File: config.mk
export PLATFORM = sky130hd
export DESIGN_NAME = text_terminal_byte_engine
export DESIGN_NICKNAME = d
export VERILOG_FILES = /design/src/rtl/core/tteng_pkg.sv /design/src/rtl/core/text_terminal_byte_engine.sv /design/src/rtl/core/tteng_step.sv
export SDC_FILE = /design/constraint.sdc
export NUM_CORES = 1
export LEC_CHECK = 0
export ABC_AREA = 0
export BUFFER_PORTS_ARGS = -buffer_cell sky130_fd_sc_hd__buf_2
export CAP_MARGIN = 20
export CORE_MARGIN = 4
export CORE_UTILIZATION = 69
export DETAILED_ROUTE_END_ITERATION = 8
export PLACE_DENSITY = 0.88
export SYNTH_ARGS = -nofsm -noshare
export SYNTH_HDL_FRONTEND = slang
export SYNTH_SLANG_ARGS = --single-unit
export TNS_END_PERCENT = 1
File: constraint.sdc
create_clock -name clk -period 14.2 [get_ports clk]
set_clock_uncertainty 0.15 [all_clocks]
set_input_delay 2.13 -clock clk [delete_from_list [all_inputs] [get_ports clk]]
set_output_delay 2.13 -clock clk [all_outputs]
set_load 0.01 [all_outputs]
File: src/rtl/core/tteng_pkg.sv
package tteng_pkg;

  localparam logic [1:0] ACT_GLYPH  = 2'd0;
  localparam logic [1:0] ACT_FILL   = 2'd1;
  localparam logic [1:0] ACT_SCROLL = 2'd2;
  localparam logic [1:0] ACT_CURSOR = 2'd3;

  localparam logic [1:0] ESC_NONE = 2'd0;
  localparam logic [1:0] ESC_SEEN = 2'd1;
  localparam logic [1:0] ESC_CSI  = 2'd2;

  localparam logic REG_COLUMNS = 1'b0;
  localparam logic REG_ROWS    = 1'b1;

  localparam logic [7:0] COLUMNS_RESET = 8'd80;
  localparam logic [7:0] ROWS_RESET    = 8'd25;

  localparam logic [15:0] CH_BS  = 16'h0008;
  localparam logic [15:0] CH_HT  = 16'h0009;
  localparam logic [15:0] CH_LF  = 16'h000A;
  localparam logic [15:0] CH_FF  = 16'h000C;
  localparam logic [15:0] CH_CR  = 16'h000D;
  localparam logic [15:0] CH_BEL = 16'h0007;
  localparam logic [15:0] CH_ESC = 16'h001B;

  localparam logic [13:0] PARAM_MAX = 14'd9999;

  localparam logic [3:0] FG_RESET = 4'd15;
  localparam logic [3:0] BG_RESET = 4'd0;

  typedef struct packed {
    logic [1:0]  utf8_left;
    logic [15:0] code_acc;
    logic [1:0]  esc_mode;
    logic [1:0]  param_index;
    logic [13:0] param_a;
    logic        param_a_given;
    logic [13:0] param_b;
    logic        param_b_given;
    logic [7:0]  cur_row;
    logic [7:0]  cur_col;
    logic [3:0]  fg;
    logic [3:0]  bg;
  } term_state_t;

  // For a cursor record, line and first_col carry the new row and column.
  typedef struct packed {
    logic [1:0]  action;
    logic [15:0] glyph;
    logic [7:0]  line;
    logic [7:0]  first_col;
    logic [7:0]  last_col;
    logic [3:0]  fore;
    logic [3:0]  back;
  } rec_t;

  function automatic logic [3:0] bright_colour(input logic [2:0] idx);
    logic [3:0] r;
    begin
      case (idx)
        3'd0: r = 4'd8;
        3'd1: r = 4'd12;
        3'd2: r = 4'd10;
        3'd3: r = 4'd14;
        3'd4: r = 4'd9;
        3'd5: r = 4'd13;
        3'd6: r = 4'd11;
        default: r = 4'd15;
      endcase
      return r;
    end
  endfunction

  // v - n, floored at zero
  function automatic logic [7:0] sub_floor(input logic [7:0] v, input logic [13:0] n);
    logic [14:0] d;
    begin
      d = {7'd0, v} - {1'b0, n};
      return ({1'b0, n} > {7'd0, v}) ? 8'd0 : d[7:0];
    end
  endfunction

  // v + n, capped at lim
  function automatic logic [7:0] add_cap(input logic [7:0] v, input logic [13:0] n,
                                         input logic [7:0] lim);
    logic [14:0] s;
    begin
      s = {7'd0, v} + {1'b0, n};
      return (s > {7'd0, lim}) ? lim : s[7:0];
    end
  endfunction

  // n - 1 clamped to 0..lim
  function automatic logic [7:0] pos_clamp(input logic [13:0] n, input logic [7:0] lim);
    logic [13:0] m;
    begin
      m = n - 14'd1;
      if (n == 14'd0) return 8'd0;
      return (m > {6'd0, lim}) ? lim : m[7:0];
    end
  endfunction

endpackage

File: src/rtl/core/text_terminal_byte_engine.sv
// A byte waits in the input register until the result buffer is free; its first result
// word is offered on m_tvalid in the cycle after it is decoded.
// Throughput: one byte per cycle while m_tready is high and each byte yields at most one
// word; up to four words hold the next byte back while they drain, one per ready cycle.
// Reset (rst, synchronous): terminal state to home cursor, white on black,
// columns 80, rows 25, no escape or UTF-8 sequence pending, both buffers empty.
module text_terminal_byte_engine #(
  parameter int TAB_WIDTH = 8
) (
  input  logic        clk,
  input  logic        rst,
  // byte stream in
  input  logic        s_tvalid,
  output logic        s_tready,
  input  logic [7:0]  s_tdata,   // [7:0] byte_in
  // result words out
  output logic        m_tvalid,
  input  logic        m_tready,
  // [1:0] action, [17:2] glyph, [25:18] line, [33:26] first_col, [41:34] last_col,
  // [45:42] fore, [49:46] back, [65:50] cursor_pos, [71:66] zero
  output logic [71:0] m_tdata,
  output logic        m_tlast,   // final word caused by this byte
  // register writes
  input  logic        cfg_valid,
  output logic        cfg_ready,
  input  logic        cfg_index,
  input  logic [7:0]  cfg_data
);
  import tteng_pkg::*;

  logic [7:0]  columns, rows;
  term_state_t st, st_next;

  // input register
  logic        in_valid;
  logic [7:0]  in_byte;

  // result buffer: up to four words from one byte, drained in order
  rec_t [3:0]  buf_rec, new_rec;
  logic [2:0]  left, new_cnt;
  logic [1:0]  ptr;

  logic        proc_fire, drain, buf_free;
  rec_t        head;
  logic [7:0]  ceff;
  logic [15:0] pos;

  tteng_step #(.TAB_WIDTH(TAB_WIDTH)) u_step (
    .st_cur  (st),
    .byte_in (in_byte),
    .columns (columns),
    .rows    (rows),
    .st_next (st_next),
    .recs    (new_rec),
    .rec_cnt (new_cnt)
  );

  assign cfg_ready = 1'b1;

  // The buffer takes a new byte's words once its last word leaves.
  assign m_tvalid  = (left != 3'd0);
  assign drain     = m_tvalid && m_tready;
  assign buf_free  = (left == 3'd0) || (left == 3'd1 && m_tready);
  assign proc_fire = in_valid && buf_free;
  assign s_tready  = !in_valid || proc_fire;

  always_ff @(posedge clk) begin
    if (rst) begin
      columns <= COLUMNS_RESET;
      rows    <= ROWS_RESET;
    end else if (cfg_valid) begin
      case (cfg_index)
        REG_COLUMNS: columns <= cfg_data;
        REG_ROWS:    rows    <= cfg_data;
        default: ;
      endcase
    end
  end

  // hold the byte until the decoder can take it
  always_ff @(posedge clk) begin
    if (rst) begin
      in_valid <= 1'b0;
    end else if (s_tvalid && s_tready) begin
      in_valid <= 1'b1;
    end else if (proc_fire) begin
      in_valid <= 1'b0;
    end
  end

  always_ff @(posedge clk) begin
    if (s_tvalid && s_tready) in_byte <= s_tdata;
  end

  always_ff @(posedge clk) begin
    if (rst) begin
      st <= '{utf8_left: 2'd0, code_acc: 16'd0, esc_mode: ESC_NONE, param_index: 2'd0,
              param_a: 14'd0, param_a_given: 1'b0, param_b: 14'd0, param_b_given: 1'b0,
              cur_row: 8'd0, cur_col: 8'd0, fg: FG_RESET, bg: BG_RESET};
      left <= 3'd0;
      ptr  <= 2'd0;
    end else if (proc_fire) begin
      st   <= st_next;
      left <= new_cnt;
      ptr  <= 2'd0;
    end else if (drain) begin
      left <= left - 3'd1;
      ptr  <= ptr + 2'd1;
    end
  end

  always_ff @(posedge clk) begin
    if (proc_fire) buf_rec <= new_rec;
  end

  // Cursor words carry row and column; fold them into the linear position here.
  assign head = buf_rec[ptr];
  assign ceff = (columns == 8'd0) ? 8'd1 : columns;
  assign pos  = 16'(head.line) * 16'(ceff) + 16'(head.first_col);

  always_comb begin
    m_tdata = '0;
    m_tdata[1:0] = head.action;
    if (head.action == ACT_CURSOR) begin
      m_tdata[65:50] = pos;
    end else begin
      m_tdata[17:2]  = head.glyph;
      m_tdata[25:18] = head.line;
      m_tdata[33:26] = head.first_col;
      m_tdata[41:34] = head.last_col;
      m_tdata[45:42] = head.fore;
      m_tdata[49:46] = head.back;
    end
  end

  assign m_tlast = (left == 3'd1);

`ifndef SYNTH
  a_left_range: assert property (@(posedge clk) disable iff (rst) left <= 3'd4)
    else $error("result buffer count out of range");
  a_load_restarts: assert property (@(posedge clk) disable iff (rst)
    proc_fire |=> (ptr == 2'd0))
    else $error("buffer pointer not rewound on load");
  a_cursor_last: assert property (@(posedge clk) disable iff (rst)
    (m_tvalid && head.action == ACT_CURSOR) |-> m_tlast)
    else $error("cursor word not last of its byte");
  a_esc_code: assert property (@(posedge clk) disable iff (rst)
    st.esc_mode != 2'd3)
    else $error("escape mode reached unused code");
`endif

endmodule

File: src/rtl/core/tteng_step.sv
module tteng_step #(
  parameter int TAB_WIDTH = 8
) (
  input  tteng_pkg::term_state_t        st_cur,
  input  logic [7:0]                    byte_in,
  input  logic [7:0]                    columns,
  input  logic [7:0]                    rows,
  output tteng_pkg::term_state_t        st_next,
  output tteng_pkg::rec_t [3:0]         recs,
  output logic [2:0]                    rec_cnt
);
  import tteng_pkg::*;

  localparam int RECIP = (65536 + TAB_WIDTH - 1) / TAB_WIDTH;
  localparam logic [16:0] RECIP_V = 17'(RECIP);
  localparam logic [11:0] TAB_V   = 12'(TAB_WIDTH);

  logic [7:0]  ceff, reff, cl, rl;
  logic [24:0] tab_prod;
  logic [11:0] tab_next;

  assign ceff = (columns == 8'd0) ? 8'd1 : columns;
  assign reff = (rows == 8'd0) ? 8'd1 : rows;
  assign cl   = ceff - 8'd1;
  assign rl   = reff - 8'd1;

  // next tab stop: floor(col / TAB) by reciprocal, exact for 8-bit columns
  assign tab_prod = 25'(st_cur.cur_col) * 25'(RECIP_V);
  assign tab_next = (12'(tab_prod[23:16]) + 12'd1) * TAB_V;

  always_comb begin
    logic        pend;
    logic [15:0] cp;
    logic [15:0] acc;
    logic [13:0] n1, n2, sel, d;
    logic [16:0] dec;
    logic [8:0]  r9, c9;
    logic [7:0]  r8, c8;
    logic        fin;
    logic [2:0]  n;
    rec_t        blank;

    st_next = st_cur;
    blank   = '0;
    recs    = '{default: '0};
    n       = 3'd0;
    pend    = 1'b0;
    cp      = 16'd0;
    acc     = {st_cur.code_acc[9:0], byte_in[5:0]};
    n1      = st_cur.param_a_given ? st_cur.param_a : 14'd1;
    n2      = st_cur.param_b_given ? st_cur.param_b : 14'd1;
    sel     = st_cur.param_a_given ? st_cur.param_a : 14'd0;
    d       = '0;
    dec     = '0;
    r9      = '0;
    c9      = '0;
    r8      = st_cur.cur_row;
    c8      = st_cur.cur_col;
    fin     = 1'b1;

    // UTF-8 front end
    if (st_cur.utf8_left != 2'd0) begin
      if (byte_in[7:6] == 2'b10) begin
        st_next.code_acc  = acc;
        st_next.utf8_left = st_cur.utf8_left - 2'd1;
        pend = (st_cur.utf8_left != 2'd1);
        cp   = acc;
      end else begin
        st_next.utf8_left = 2'd0;
        cp = 16'd0;
      end
    end else if (byte_in[7:3] == 5'b11110) begin
      st_next.utf8_left = 2'd3;
      st_next.code_acc  = {13'd0, byte_in[2:0]};
      pend = 1'b1;
    end else if (byte_in[7:4] == 4'b1110) begin
      st_next.utf8_left = 2'd2;
      st_next.code_acc  = {12'd0, byte_in[3:0]};
      pend = 1'b1;
    end else if (byte_in[7:5] == 3'b110) begin
      st_next.utf8_left = 2'd1;
      st_next.code_acc  = {11'd0, byte_in[4:0]};
      pend = 1'b1;
    end else begin
      cp = {9'd0, byte_in[6:0]};
    end

    if (!pend) begin
      if (st_cur.esc_mode == ESC_SEEN) begin
        if (cp == 16'h005B) begin
          st_next.esc_mode = ESC_CSI;
        end else begin
          fin = 1'b1;
          st_next.esc_mode = ESC_NONE;
          st_next.param_index = '0;
          st_next.param_a = '0;
          st_next.param_a_given = 1'b0;
          st_next.param_b = '0;
          st_next.param_b_given = 1'b0;
        end
      end else if (st_cur.esc_mode != ESC_NONE) begin
        if (st_cur.esc_mode == ESC_CSI && cp >= 16'h0030 && cp <= 16'h0039) begin
          fin = 1'b0;
          d = {10'd0, cp[3:0]};
          if (st_cur.param_index == 2'd0) begin
            dec = st_cur.param_a_given ?
                  ({st_cur.param_a, 3'd0} + {2'd0, st_cur.param_a, 1'b0} + 17'(d)) : 17'(d);
            st_next.param_a = (dec > 17'(PARAM_MAX)) ? PARAM_MAX : dec[13:0];
            st_next.param_a_given = 1'b1;
          end else if (st_cur.param_index == 2'd1) begin
            dec = st_cur.param_b_given ?
                  ({st_cur.param_b, 3'd0} + {2'd0, st_cur.param_b, 1'b0} + 17'(d)) : 17'(d);
            st_next.param_b = (dec > 17'(PARAM_MAX)) ? PARAM_MAX : dec[13:0];
            st_next.param_b_given = 1'b1;
          end
        end else if (st_cur.esc_mode == ESC_CSI && cp == 16'h003B) begin
          fin = 1'b0;
          if (st_cur.param_index < 2'd2) st_next.param_index = st_cur.param_index + 2'd1;
        end else if (st_cur.esc_mode == ESC_CSI) begin
          case (cp)
            16'h0041: r8 = sub_floor(st_cur.cur_row, n1);
            16'h0042: r8 = add_cap(st_cur.cur_row, n1, rl);
            16'h0043: c8 = add_cap(st_cur.cur_col, n1, cl);
            16'h0044: c8 = sub_floor(st_cur.cur_col, n1);
            16'h0045: begin
              r8 = add_cap(st_cur.cur_row, n1, rl);
              c8 = 8'd0;
            end
            16'h0046: begin
              r8 = sub_floor(st_cur.cur_row, n1);
              c8 = 8'd0;
            end
            16'h0047: c8 = pos_clamp(n1, cl);
            16'h0048: begin
              r8 = pos_clamp(n1, rl);
              c8 = pos_clamp(n2, cl);
            end
            16'h004B: begin
              blank.action = ACT_FILL;
              blank.line   = st_cur.cur_row;
              blank.fore   = st_cur.fg;
              blank.back   = st_cur.bg;
              if (sel == 14'd0 && st_cur.cur_col <= cl) begin
                blank.first_col = st_cur.cur_col;
                blank.last_col  = cl;
                recs[0] = blank;
                n = 3'd1;
              end else if (sel == 14'd1) begin
                blank.last_col = (st_cur.cur_col > cl) ? cl : st_cur.cur_col;
                recs[0] = blank;
                n = 3'd1;
              end else if (sel == 14'd2) begin
                blank.last_col = cl;
                recs[0] = blank;
                n = 3'd1;
              end
            end
            16'h006D: begin
              if (sel == 14'd0) begin
                st_next.fg = FG_RESET;
                st_next.bg = BG_RESET;
              end else if (sel >= 14'd30 && sel <= 14'd37) begin
                st_next.fg = bright_colour(3'(sel - 14'd30));
              end else if (sel >= 14'd40 && sel <= 14'd47) begin
                st_next.bg = bright_colour(3'(sel - 14'd40));
              end
            end
            default: ;
          endcase
        end
        if (fin) begin
          st_next.cur_row = r8;
          st_next.cur_col = c8;
          st_next.esc_mode = ESC_NONE;
          st_next.param_index = '0;
          st_next.param_a = '0;
          st_next.param_a_given = 1'b0;
          st_next.param_b = '0;
          st_next.param_b_given = 1'b0;
        end
      end else begin
        r9 = {1'b0, st_cur.cur_row};
        c9 = {1'b0, st_cur.cur_col};
        case (cp)
          CH_BEL: ;
          CH_BS:  if (c9 != 9'd0) c9 = c9 - 9'd1;
          CH_HT:  c9 = tab_next[8:0];
          CH_LF: begin
            c9 = 9'd0;
            r9 = r9 + 9'd1;
          end
          CH_FF:  r9 = r9 + 9'd1;
          CH_CR:  c9 = 9'd0;
          CH_ESC: st_next.esc_mode = ESC_SEEN;
          default: begin
            blank.action    = ACT_GLYPH;
            blank.glyph     = cp;
            blank.line      = st_cur.cur_row;
            blank.first_col = st_cur.cur_col;
            blank.fore      = st_cur.fg;
            blank.back      = st_cur.bg;
            recs[n[1:0]] = blank;
            n  = n + 3'd1;
            c9 = c9 + 9'd1;
          end
        endcase
        if (c9 >= {1'b0, ceff}) begin
          c9 = 9'd0;
          r9 = r9 + 9'd1;
        end
        if (r9 >= {1'b0, reff}) begin
          blank = '0;
          blank.action = ACT_SCROLL;
          recs[n[1:0]] = blank;
          n = n + 3'd1;
          blank.action   = ACT_FILL;
          blank.line     = rl;
          blank.last_col = cl;
          blank.fore     = st_cur.fg;
          blank.back     = st_cur.bg;
          recs[n[1:0]] = blank;
          n  = n + 3'd1;
          c9 = 9'd0;
          r9 = {1'b0, rl};
        end
        st_next.cur_row = r9[7:0];
        st_next.cur_col = c9[7:0];
        blank = '0;
        blank.action    = ACT_CURSOR;
        blank.line      = r9[7:0];
        blank.first_col = c9[7:0];
        recs[n[1:0]] = blank;
        n = n + 3'd1;
      end
    end
    rec_cnt = n;
  end

endmodule
==> run metrics, run 1 <==
chip width 186 um; filler cell count 2,164; RePlAce Congestion 1.04; Critical Path End Type output port; dominant synthesized flop cell edfxtp_1; fin cells 2,968; nets 2,852; vias in the first global route 19,900; TritonCTS buffer count 26; CP Data Required Time 11,920 ps; DR WL/cell 23.4 um; RSZ-0062 raised after global routing no; row count 64; Detailed Place HPWL 52.5 mm; hold_buf cts 0; Die ar. 0.0344 sq mm; CTS clock-pin slew for the worst setup and hold paths 60 ps; Post-CTS Setup Repair Bufs 0; Tot GR Track Use 39.5%; Ports 98; Hold Fails Final Rpt 0; Worst Tran Pin Value 1180 ps; Yosys top cell area share 19.7%; Post-Syn Instances 2,536; worst-path fanout max 12; design area 0.0232 sq mm; commonest non-fill, non-tap cell in the layout nor2_1; Placed Instances 2,916; WS Path Type reg2out; R2R setup slack 5090 ps; IO buf count 90; global-route wire length before repair 108 mm; Post-synth EDFFs 143; capture point of the worst reg-to-reg path buf_rec[31]; Reg2Reg Launch Point st[74]; Final Power 3.59 mW; post-route core utilization 75.3%; Post-Route WL 69.4 mm; Hold EP rows[5]; Starting Density 70.5%; Sum Neg Setup Slack 0 ps; Peak VDD IR 0.169 mV; clk sinks 234; CP max stage delay 770 ps; achievable clock frequency 106 MHz; maxcap violations 0; CP Cell Sequence nor3_1 -> nand4_1 -> o21bai_1 -> nand2_1 -> fa_1 -> fa_1 -> inv_1 -> ha_1 -> inv_1 -> fa_1 -> inv_1 -> fa_1 -> a21o_1 -> a21oi_1 -> o21bai_1 -> a21oi_1 -> o21bai_1 -> a211o_1 -> a2111oi_0 -> o21ai_0 -> nor3b_1 -> buf_2; area grow syn2layout 6.76%; critical path launch point type register; Slowest-stage cell, CP o21bai_1; commonest non-fill, non-tap cells in the layout nor2_1 (253), ha_1 (227), nand2_1 (212); Hold Path Stages 2; grt ovf 0; Syn Area/Cell 8.57 sq um; Final ANT Viol Nets 0; synth top area cells edfxtp_1 (20%), ha_1 (13%), dfxtp_1 (8.4%), fa_1 (4.8%), nor2_1 (4.4%); initial drt markers 2,833; core area 0.0308 sq mm; initial antenna violation count 0; HP Class reg2reg; Root Driver clkbuf_16; post-place instance area 0.0223 sq mm; clk_lat worst skew 550 ps; Lkg Pwr 9.92 nW; DR DRC count 0; post-synthesis sequential area ratio 28.1%; post-synth top area cell edfxtp_1; Vias/cell 6.95; layout cells sized above 1 8.36%; CTS tree done; status completed; Reg area 0.00612 sq mm; min-delay src rows[5]; FFs w/ async S/R, synth 0%; Clock Path Buffers 3; largest net degree at the start of global routing 78; Worst EP arrival 7150 ps; post_cts resized 0; final setup vio count 0; worst rel slew slack 21.4%; Slew Limit Fails 0; flops & latches, synth 234; final period demand of the worst path 9430 ps; unique cell type count in the Yosys netlist 99; crit share post-route 66.4%; Reg2Reg Depth 32; vias post-DR 20,600; drt pass-1 iters 8; synthesized area 0.0217 sq mm; yosys warns 0; CP dominant cell by count fa_1; Die Y 186 um; area of the multi-input gates 0.0144 sq mm; htree depth 1; PwrDens 155 mW/mm^2
[per-stage QoR]
step           hold slack, ps  setup WS (ps)
2_1_floorplan             294           5920
6_report                  348           4770
4_1_cts                   352           4780
3_3_place_gp              319           5750
3_5_place_dp              339           5360
5_1_grt                   374           4210
[critical path: cells and delay by family, from the launching register on]
kind / cells / cell delay [ps]
compound gates: 9 / 2590
fa+ha+maj: 5 / 2320
buf+inv: 4 / 340
flops: 1 / 460
simple gates: 4 / 910
[final cells by class]
cell class,instances,share of cell area (%)
multi-input cells,1976,61.9
flip-flops and latches,234,26.4
inverters,199,3.24
clock buffers,33,2.92
repair buffers,114,2.72
well taps,396,2.13
clock inverters,15,0.728
diodes,1,0.0108
[state kept, by name, indices dropped and copies added, names as in the netlist]
signal / cells
in_byte: 8
columns: 8
buf_rec: 135
left: 3
st: 69
ptr: 2
in_valid: 1
rows: 8
[logic make-up (layout without fill, tap and decap cells)]
| logic type | Yosys count | in the layout | share of synthesized area, % |
|---|---|---|---|
| compound gates | 622 | 622 | 19.9 |
| xor+xnor | 77 | 77 | 3.10 |
| fa+ha+maj | 279 | 279 | 17.9 |
| buf+inv | 331 | 361 | 5.99 |
| flops | 234 | 234 | 28.1 |
| mux | 71 | 71 | 4.33 |
| other cells | 2 | 8 | 0.0345 |
| simple gates | 920 | 920 | 20.7 |
[per-layer routing]
| layer | vias to the layer above | share of wire, % | global-route usage (%) | wire [um] |
|---|---|---|---|---|
| li1 | 9223 | - | - | - |
| met2 | 1334 | 46 | 64.9 | 31800 |
| met1 | 9781 | 38 | 51.1 | 26500 |
| met3 | 296 | 10 | 6.64 | 7110 |
| met4 | 0 | 5.8 | 18.9 | 4010 |
| met5 | - | 0 | 0 | 0 |
[Yosys cell counts (35+ instances only)]
cell type	instances
a21oi_1	139
and2_1	92
clkbuf_1	96
dfxtp_1	91
edfxtp_1	143
fa_1	52
ha_1	227
inv_1	192
mux2i_1	49
nand2_1	212
nand2b_1	35
nand3_1	57
nor2_1	253
nor3_1	96
o21ai_0	88
xnor2_1	50
[power by group]
part / switching [mW] / internal (mW) / total (mW)
Sequential: 0.0871 / 0.884 / 0.971
Clock: 0.287 / 0.393 / 0.680
Combinational: 1.20 / 0.742 / 1.94
[worst max path at each step]
| stage | slack [ps] | endpoint | from |
|---|---|---|---|
| floorplan | 5920 | m_tdata[65] | ptr[0] |
| finish | 4770 | m_tdata[65] | columns[3] |
| CTS | 4780 | m_tdata[65] | columns[3] |
| global placement | 5750 | buf_rec[31] | st[74] |
| detailed placement | 5360 | buf_rec[31] | st[74] |
| global route | 4210 | m_tdata[65] | columns[3] |
(Power assumes the default switching activity.)
==> inputs of run 2 (changes only) <==
Settings changed: CORE_UTILIZATION 69 to 64, PLACE_DENSITY 0.88 to 0.82.
Clock period 14.2 ns to 9.1 ns, I/O delays scaled along.
==> run 2 against run 1 <==
Against the previous run:
- first-iteration DRC count shrank 8.1%
- via count decreased by 1.7%
- core utilization down 5.7 points
- largest cell class unchanged
- largest power group unchanged
==> run metrics, run 2 (synthesis gave the netlist of run 1 again) <==
grt ovf 0; Largest regs buf_rec (135), st (69); drt pass-1 iters 6; max reg flops 135; post_cts resized 0; post-route core utilization 69.6%; nets 2,857; worst-path fanout max 21; Post-Route WL 66.9 mm; Worst EP arrival 6740 ps; Sum Neg Setup Slack 0 ps; vias post-DR 20,300; CP max stage delay 790 ps; commonest non-fill, non-tap cell in the layout nor2_1; Clock Path Buffers 3; core area 0.0335 sq mm; initial antenna violation count 1; Root Driver clkbuf_16; vias in the first global route 19,300; largest net degree at the start of global routing 76; worst rel slew slack 23.0%; Crit path depth 20; initial drt markers 2,604; clk sinks 234; Final ANT Viol Nets 0; Hold Path Stages 2; Ports 98; global-route wire length before repair 105 mm; area grow syn2layout 7.38%; Tot GR Track Use 35.7%; final period demand of the worst path 8260 ps; Critical Path End Type output port; Slowest-stage cell, CP dfxtp_2; DR DRC count 0; Slew Limit Fails 0; row count 67; post-place instance area 0.0224 sq mm; CTS clock-pin slew for the worst setup and hold paths 60 ps; Detailed Place HPWL 50.9 mm; RSZ-0062 raised after global routing no; Worst Tran Pin Value 1130 ps; Int Pwr 3.19 mW; Net Sw Frac 43.5%; Starting Density 64.8%; chip width 192 um; Die Y 192 um; combinational share of power 53.5%; CP dominant cell by count fa_1; maxcap violations 0; status completed; final setup vio count 0; clock power share 19.6%; RePlAce Congestion 1.02; commonest non-fill, non-tap cells in the layout nor2_1 (253), ha_1 (227), nand2_1 (212); htree depth 1; CTS tree done; WP buf/inv 4; PwrDens 242 mW/mm^2; Placed Instances 2,975; Die ar. 0.0370 sq mm; IO buf count 90; crit share post-route 90.7%; CP Data Required Time 7590 ps; DR WL/cell 22.1 um; fin cells 3,024; TritonCTS buffer count 26; register share of total power 27.0%; Largest Register buf_rec; HP Class reg2reg; Post-CTS Setup Repair Bufs 0; Hold Fails Final Rpt 0; sw power 2.46 mW; Reg2Reg Depth 28; Lkg Pwr 9.96 nW; Fin Hold WS 335 ps; layout cells sized above 1 8.54%; Peak VDD IR 0.398 mV; crit-path leading delay family adder cells; CP Cell Sequence mux4_2 -> nand2_1 -> fa_1 -> fa_1 -> inv_1 -> ha_1 -> inv_1 -> fa_1 -> inv_1 -> fa_1 -> a21o_1 -> a21oi_1 -> o21bai_1 -> a21oi_1 -> o21bai_1 -> a211o_1 -> a2111oi_0 -> o21ai_0 -> nor3b_1 -> buf_2; WS Path Type reg2out; achievable clock frequency 121 MHz; clk_lat worst skew 560 ps; design area 0.0233 sq mm; critical path launch point type register; hold_buf cts 0; antenna cell count 0; Vias/cell 6.70
[run 2: cell types whose count changed in the layout (fill, tap and decap cells not counted), sizes merged]
| cell | change |
|---|---|
| buf | +6 |
| clkbuf | -4 |
| inv | +2 |
| bufinv | +1 |
| clkinv | -1 |
| clkinvlp | +1 |
| diode | -1 |
[run 2: routing by layer]
layer / track usage [%] / vias to the layer above / routed length [um] / part of all wire, %
met2: 59.3 / 1110 / 30900 / 46
li1: - / 9252 / - / -
met1: 47.2 / 9698 / 26800 / 40
met5: 0 / - / 0 / 0
met3: 4.85 / 215 / 5930 / 8.9
met4: 14.7 / 0 / 3260 / 4.9
[run 2: area by class of cell]
type                            instances  area [sq um]
Multi-Input combinational cell       1976         14400
Fill cell                            2622         10200
Sequential cell                       234          6120
Inverter                              199           752
Timing Repair Buffer                  119           668
Clock buffer                           30           666
Tap cell                              448           561
Clock inverter                         18           220
[run 2: worst paths after layout]
kind	endpoint	start	slack, ps
setup reg to reg	buf_rec[109]	st[74]	980
hold reg to reg	rows[5]	rows[5]	330
hold / removal	rows[5]	rows[5]	330
setup / recovery	m_tdata[65]	ptr[0]	840
[run 2: metrics by stage]
step           power (mW)  setup WS [ps]
2_1_floorplan        3.64           1580
5_1_grt              6.02            376
3_3_place_gp         4.36           1520
4_1_cts              5.60            817
6_report             5.64            845
3_5_place_dp         4.50           1160
[run 2: tightest hold or removal path, delay by kind of cell (launching register included)]
family / cells / cell delay, ps
simple gates: 1 / 60
compound gates: 1 / 50
flops: 1 / 330
[run 2: power by group through the flow]
| stage | registers, mW | logic [mW] | clock network, mW |
|---|---|---|---|
| after CTS | 1.52 | 2.98 | 1.10 |
| after global placement | 1.52 | 2.84 | 0 |
| final | 1.52 | 3.02 | 1.10 |
| after floorplan | 1.45 | 2.19 | 0 |
| after detailed placement | 1.54 | 2.96 | 0 |
| after global routing | 1.54 | 3.33 | 1.15 |
